===== config.mk =====
export PLATFORM = sky130hd
export DESIGN_NAME = adcl_ctrl
export DESIGN_NICKNAME = d
export VERILOG_FILES = /design/src/hw/rtl/adcl_pkg.sv /design/src/hw/rtl/adcl_ctrl.sv
export SDC_FILE = /design/constraint.sdc
export NUM_CORES = 1
export LEC_CHECK = 0
export BUFFER_PORTS_ARGS = -buffer_cell sky130_fd_sc_hd__buf_2
export CAP_MARGIN = 20
export CORE_MARGIN = 5
export CORE_UTILIZATION = 40
export CTS_CLUSTER_DIAMETER = 40
export CTS_CLUSTER_SIZE = 24
export DETAILED_ROUTE_END_ITERATION = 12
export HOLD_SLACK_MARGIN = 0.06
export PLACE_DENSITY = 0.73
export SYNTH_ARGS = -nofsm -noshare
export SYNTH_HDL_FRONTEND = slang
export SYNTH_SLANG_ARGS = --single-unit

===== constraint.sdc =====
create_clock -name aclk -period 1.4 [get_ports aclk]
set_clock_uncertainty 0.15 [all_clocks]
set_input_delay 0.21 -clock aclk [delete_from_list [all_inputs] [get_ports aclk]]
set_output_delay 0.21 -clock aclk [all_outputs]
set_load 0.01 [all_outputs]

===== src/hw/rtl/adcl_pkg.sv =====
`default_nettype none
package adcl_pkg;

    localparam int DELAY_AW    = 20;
    localparam int DELAY_DEPTH = 1 << DELAY_AW;

    localparam int SAMPLE_W   = 24;
    localparam int TAP_W      = 20;
    localparam int STEP_W     = 17;
    localparam int FRAC_W     = 16;
    localparam int GAIN_W     = 16;
    localparam int COEF_W     = 25;
    localparam int CFG_IDX_W  = 3;
    localparam int CFG_DATA_W = 25;
    localparam int TDATA_W    = 24;

    localparam int MUL_A_W = 27;
    localparam int MUL_B_W = 25;
    localparam int PROD_W  = MUL_A_W + MUL_B_W;
    localparam int ACC_W   = 60;
    localparam int MIX_W   = 42;
    localparam int MIX_LO_W = 21;

    localparam logic [STEP_W-1:0] WEIGHT_ONE = STEP_W'(65536);
    localparam logic [FRAC_W-1:0] WET_ONE    = FRAC_W'(32768);

    typedef enum logic [CFG_IDX_W-1:0] {
        CFG_DELAY, CFG_XFADE, CFG_INVERT, CFG_WET, CFG_GAIN, CFG_B0, CFG_A1, CFG_A2
    } cfg_idx_t;

    typedef struct packed {
        logic [TAP_W-1:0]         delay_samples;
        logic [STEP_W-1:0]        xfade_step;
        logic                     invert_wet;
        logic [FRAC_W-1:0]        wet_fraction;
        logic [GAIN_W-1:0]        gain_linear;
        logic signed [COEF_W-1:0] coef_b0;
        logic signed [COEF_W-1:0] coef_a1;
        logic signed [COEF_W-1:0] coef_a2;
    } cfg_t;

    typedef enum logic [4:0] {
        ST_IDLE, ST_RD_OLD, ST_RD_NEW, ST_XF0, ST_XF1, ST_XF2, ST_VEXT,
        ST_F0, ST_F1, ST_F2, ST_F3, ST_YEXT, ST_M0, ST_M1, ST_M2, ST_MEXT,
        ST_G0, ST_G1, ST_G2, ST_OUT
    } state_t;

    typedef enum logic [3:0] {
        MUL_XF_OLD, MUL_XF_NEW, MUL_B0, MUL_A1, MUL_A2, MUL_DRY, MUL_WET,
        MUL_GAIN_HI, MUL_GAIN_LO
    } mul_sel_t;

    typedef enum logic [1:0] {
        RD_NONE, RD_OLD, RD_NEW
    } rd_sel_t;

    typedef struct packed {
        logic     accept;
        rd_sel_t  rd_sel;
        logic     cap_old;
        logic     cap_new;
        logic     fade_upd;
        logic     mul_en;
        mul_sel_t mul_sel;
        logic     acc_clr;
        logic     acc_sub;
        logic     acc_hi;
        logic     v_load;
        logic     y_load;
        logic     mix_load;
        logic     out_load;
    } cmd_t;

endpackage
`default_nettype wire


===== src/hw/rtl/adcl_ctrl.sv =====
`default_nettype none
module adcl_ctrl (
    input  wire logic          aclk,
    input  wire logic          aresetn,
    input  wire logic          s_tvalid,
    output logic               s_tready,
    output logic               m_tvalid,
    input  wire logic          m_tready,
    output adcl_pkg::cmd_t     cmd
);
    import adcl_pkg::*;

    state_t state_reg, state_next;
    logic   m_valid_reg, m_valid_next;
    logic   out_free;

    assign out_free = !m_valid_reg || m_tready;
    assign s_tready = (state_reg == ST_IDLE);
    assign m_tvalid = m_valid_reg;

    always_ff @(posedge aclk) begin
        if (!aresetn) begin
            state_reg   <= ST_IDLE;
            m_valid_reg <= 1'b0;
        end else begin
            state_reg   <= state_next;
            m_valid_reg <= m_valid_next;
        end
    end

    always_comb begin
        m_valid_next = m_valid_reg;
        if (cmd.out_load) begin
            m_valid_next = 1'b1;
        end else if (m_tready) begin
            m_valid_next = 1'b0;
        end
    end

    always_comb begin
        state_next = state_reg;
        unique case (state_reg)
            ST_IDLE:   if (s_tvalid) state_next = ST_RD_OLD;
            ST_RD_OLD: state_next = ST_RD_NEW;
            ST_RD_NEW: state_next = ST_XF0;
            ST_XF0:    state_next = ST_XF1;
            ST_XF1:    state_next = ST_XF2;
            ST_XF2:    state_next = ST_VEXT;
            ST_VEXT:   state_next = ST_F0;
            ST_F0:     state_next = ST_F1;
            ST_F1:     state_next = ST_F2;
            ST_F2:     state_next = ST_F3;
            ST_F3:     state_next = ST_YEXT;
            ST_YEXT:   state_next = ST_M0;
            ST_M0:     state_next = ST_M1;
            ST_M1:     state_next = ST_M2;
            ST_M2:     state_next = ST_MEXT;
            ST_MEXT:   state_next = ST_G0;
            ST_G0:     state_next = ST_G1;
            ST_G1:     state_next = ST_G2;
            ST_G2:     state_next = ST_OUT;
            ST_OUT:    if (out_free) state_next = ST_IDLE;
            default:   state_next = ST_IDLE;
        endcase
    end

    always_comb begin
        cmd = '0;
        unique case (state_reg)
            ST_IDLE:   cmd.accept = s_tvalid;
            ST_RD_OLD: cmd.rd_sel = RD_OLD;
            ST_RD_NEW: begin
                cmd.rd_sel   = RD_NEW;
                cmd.cap_old  = 1'b1;
                cmd.fade_upd = 1'b1;
            end
            ST_XF0: begin
                cmd.cap_new = 1'b1;
                cmd.mul_en  = 1'b1;
                cmd.mul_sel = MUL_XF_OLD;
                cmd.acc_clr = 1'b1;
            end
            ST_XF1: begin
                cmd.mul_en  = 1'b1;
                cmd.mul_sel = MUL_XF_NEW;
            end
            ST_VEXT: cmd.v_load = 1'b1;
            ST_F0: begin
                cmd.mul_en  = 1'b1;
                cmd.mul_sel = MUL_B0;
                cmd.acc_clr = 1'b1;
            end
            ST_F1: begin
                cmd.mul_en  = 1'b1;
                cmd.mul_sel = MUL_A1;
                cmd.acc_sub = 1'b1;
            end
            ST_F2: begin
                cmd.mul_en  = 1'b1;
                cmd.mul_sel = MUL_A2;
                cmd.acc_sub = 1'b1;
            end
            ST_YEXT: cmd.y_load = 1'b1;
            ST_M0: begin
                cmd.mul_en  = 1'b1;
                cmd.mul_sel = MUL_DRY;
                cmd.acc_clr = 1'b1;
            end
            ST_M1: begin
                cmd.mul_en  = 1'b1;
                cmd.mul_sel = MUL_WET;
            end
            ST_MEXT: cmd.mix_load = 1'b1;
            ST_G0: begin
                cmd.mul_en  = 1'b1;
                cmd.mul_sel = MUL_GAIN_HI;
                cmd.acc_clr = 1'b1;
                cmd.acc_hi  = 1'b1;
            end
            ST_G1: begin
                cmd.mul_en  = 1'b1;
                cmd.mul_sel = MUL_GAIN_LO;
            end
            ST_OUT: cmd.out_load = out_free;
            default: cmd = '0;
        endcase
    end
endmodule
`default_nettype wire


Word level (Yosys, flattened, before mapping)
Cells that the tools add are included.
W data, S select, Z words.
{"block": "word_totals", "register_bits": 6, "output_inout_bits": 20}
{"block": "op_classes", "n_eq_ne": 21, "n_mux": 17, "n_reduce_logical": 7}
{"cell": "$pmux W5 S20", "n": 1}
{"cell": "$pmux W5 S9", "n": 1}
{"cell": "$eq A5 B4 Y1 const B", "n": 8}
{"cell": "$eq A5 B3 Y1 const B", "n": 4}
{"cell": "$eq A5 B5 Y1 const B", "n": 4}
{"cell": "$mux W1", "n": 12}
{"cell": "$eq A5 B2 Y1 const B", "n": 2}
{"cell": "$mux W5", "n": 2}
{"cell": "$eq A5 B1 Y1 const B", "n": 1}
{"cell": "$logic_not A5 Y1", "n": 1}
{"cell": "$ne A2 B2 Y1 const B", "n": 2}
{"cell": "$pmux W2 S2", "n": 1}
{"cell": "$reduce_or A4 Y1", "n": 1}
{"cell": "$reduce_and A2 Y1", "n": 1}
{"cell": "$reduce_bool A2 Y1", "n": 1}
{"cell": "$reduce_or A2 Y1", "n": 1}
{"cell": "$logic_not A1 Y1", "n": 1}
{"cell": "$logic_or A1 B1 Y1", "n": 1}

Logic depth before layout (Yosys ltp)
{"block": "logic_depth", "depth_word": 4, "depth_mapped": 5, "ltp_nobuf": 3}

Worst setup path after synthesis
OpenSTA, ideal clock, no wires.
{"block": "synth_path", "kind": "reg-to-output", "start": "register state_reg[0]", "end": "output port cmd[8] in the netlist's numbering", "t_arrival_ps": 1171, "required_ps": 1040, "slack_ps": -131, "path_stages_with_launch": 4, "cell_sequence": "dfxtp_1 > buf_2 > nor4_1 > o21bai_1"}
{"element": "start: declaration", "line_no": "adcl_ctrl.sv:13", "rtl": "state_t state_reg, state_next;"}
{"element": "start signal: assignment", "line_no": "adcl_ctrl.sv:26", "rtl": "state_reg <= state_next;"}
{"element": "end: declaration", "line_no": "adcl_ctrl.sv:9", "rtl": "output adcl_pkg::cmd_t cmd"}

==> flow_summary.ini <==
[timing]
worst_slew_pin_slew_ps = 296.5
min_period_ps = 1734
rsz0062_at_grt = yes
finalCritPeriodShare_pct = 123.9
fin_ws_ps = -334.3
relSlewSlack_pct = 80.08
finalHoldViolations = 0
max_freq_mhz = 576.6
setup_violations = 22
tns_ps = -4460
drv_slew = 0

[floorplanning]
initial_core_util_pct = 42.60
ios = 24
fp.coreArea_sq_um = 1301
die_width_um = 47.23
num_rows = 13
die-area_sq_um = 2230
die_h_um = 47.23

[detailed_routing]
vias_per_cell = 5.450
ant_nets = 0
drtPass1Iterations = 4
wl_per_cell_um = 15.34
drc_errors = 0
vias = 763
wl_mm = 2.148
drt_iter0_drc = 15

[grt]
grt_antenna_before_repair = 0
grt_max_degree = 9
grt_overflow = 0
grt_pass1_vias = 801
grt_use_total_pct = 22.75
grt_first_pass_wirelength_mm = 3.450

[hold_path]
hp-class = input pin to register

[yosys]
synthAdderAreaFrac_pct = 0
ys_warn_count = 0
async_flop_share_pct = 0
synthTopCellsByCount = nor2_1, a21oi_1, dfxtp_1, nor3_1
yosys.area.top_type = dfxtp_1
ys_seq_area_share_pct = 21.67
synth_seq_cells = 6
synth_edf_count = 0
synth_top_family_by_area = simple AND/OR/NAND/NOR gates
synth_compound_area_share_pct = 21.67
synth_nets = 80
synth.top_cell.area_share_pct = 21.67
synth-main-ff-cell = dfxtp_1
syn_inst = 76
netlist_top_cells_area = dfxtp_1, nand2b_1, a21oi_1, nor3_1, nor2_1
synth_cell_types = 33
synth_area_per_cell_sq_um = 7.293
synth.most_common_cell = nor2_1
synth_simple_gate_area_share_pct = 41.53
synth_area_sq_um = 554.3
muxShareOfSynthArea_pct = 0
synth-xor-area-share_pct = 3.160

[worst_setup_path]
cp_slowest_cell = or3_4
max_stage_delay_ps = 390
crit_buf_inv = 1
start_kind = register
cp_data_required_time_ps = 1040
crit_family = simple AND/OR/NAND/NOR gates
end_kind = output port
crit_fanout = 7
critPathKind = register to output port
worstPathCellList = or3_4, nor3_4, and2_4, buf_6
worstPathArrival_ps = 1370

[cells_and_area]
layout-drive-gt1-share_pct = 67.20
largest_reg_flops = 5
nets = 131
syn_to_final_growth_pct = 92.10
diodes = 0
design_area_sq_um = 1065
utilization_pct = 81.83

[flow_run]
drv_cap = 0

[clocking]
cts_buffer_depth = 2
cts_tree = done
cts_hold_buf = 0
clock-sinks = 6
path_clk_slew_ps = 40
numCtsBuffers = 3
cts-root-buf = clkbuf_4
clk_latency_ps = 250
h-tree-depth = 1

[place]
finalWeightedCongestion = 0.9445
numPortBuffers = 23
dp_hpwl_mm = 1.298
dp_slack_ps = -138.4
placed_area_sq_um = 837.1

[power]
fin_total_pwr_mw = 0.6813
p_leak_nw = 0.5095
power_density_nw_per_um2 = 639.8
ir_worst_vdd_mv = 0.5103

[outcome]
violations = setup timing
status = complete, but fails checks
[cell families (layout without fill, tap and decap cells)]
| group | after synthesis | count (layout) |
|---|---|---|
| AO/OA/AOI/OAI | 17 | 17 |
| XOR/XNOR | 2 | 2 |
| buffers and inverters | 11 | 60 |
| flip-flops | 6 | 6 |
| AND/OR/NAND/NOR | 40 | 40 |
[stage by stage]
| stage | cells | hold slack [ps] |
|---|---|---|
| 2_1_floorplan | 76 | 178.3 |
| 3_3_place_gp | 127 | 333.0 |
| 3_5_place_dp | 127 | 334.0 |
| 4_1_cts | 139 | 67.65 |
| 5_1_grt | 140 | 93.63 |
| 6_report | 140 | 77.27 |
[cell type report]
class | count | area [sq um]
multi-input combinational | 59 | 462.9
timing repair buffer | 55 | 419.2
fill | 81 | 236.5
sequential | 6 | 131.4
clock buffer | 3 | 22.52
tap | 15 | 18.77
inverter | 2 | 10.01
[final timing paths]
| path | slack [ps] | cells after the start | to | from |
|---|---|---|---|---|
| worst max-delay path | -330 | 4 | cmd[17] | state_reg[4] |
| worst min-delay path | 80 | 3 | state_reg[0] | aresetn |
| worst max register to register | -140 | 5 | state_reg[0] | state_reg[2] |
| worst min register to register | 500 | 3 | state_reg[0] | m_tvalid |
[power by group]
part | internal [mW] | total [mW] | switching (mW)
registers | 0.181 | 0.196 | 0.0148
logic | 0.176 | 0.319 | 0.143
clock network | 0.0974 | 0.166 | 0.0689
[layer usage]
metal,up-vias,share of wire (%),track usage (%)
li1,363,-,-
met1,351,36,22.70
met2,34,52,40.91
met3,15,6.1,2.682
met4,0,5.8,19.34
met5,-,0,0
[worst register-to-register path: cells and delay by family (launching register included)]
kind,cells,cell delay [ps]
and+or+nand+nor,2,340
buffers and inverters,2,340
DFF,1,360
AOI/OAI and AO/OA,1,270
[what timing repair did]
item | in CTS | in global routing
pin swaps | 10 | 2
gates resized for setup | 31 | 2
setup buffers | 9 | 1
endpoints found under the setup margin | 20 | 21
[cells in the final DEF, fill, tap and decap left out, types with 2 or more instances in the layout]
| master | count |
|---|---|
| nand2_1 | 4 |
| a21oi_2 | 2 |
| nand2b_1 | 4 |
| clkbuf_4 | 3 |
| buf_6 | 11 |
| nor2_1 | 6 |
| nor3_1 | 2 |
| nor3_2 | 4 |
| and2b_1 | 2 |
| dfxtp_4 | 2 |
| o21ai_0 | 2 |
| buf_4 | 24 |
| nor2b_1 | 2 |
| a21oi_1 | 4 |
| dfxtp_2 | 3 |
| buf_2 | 19 |
Power figures use the tool's default switching activity.
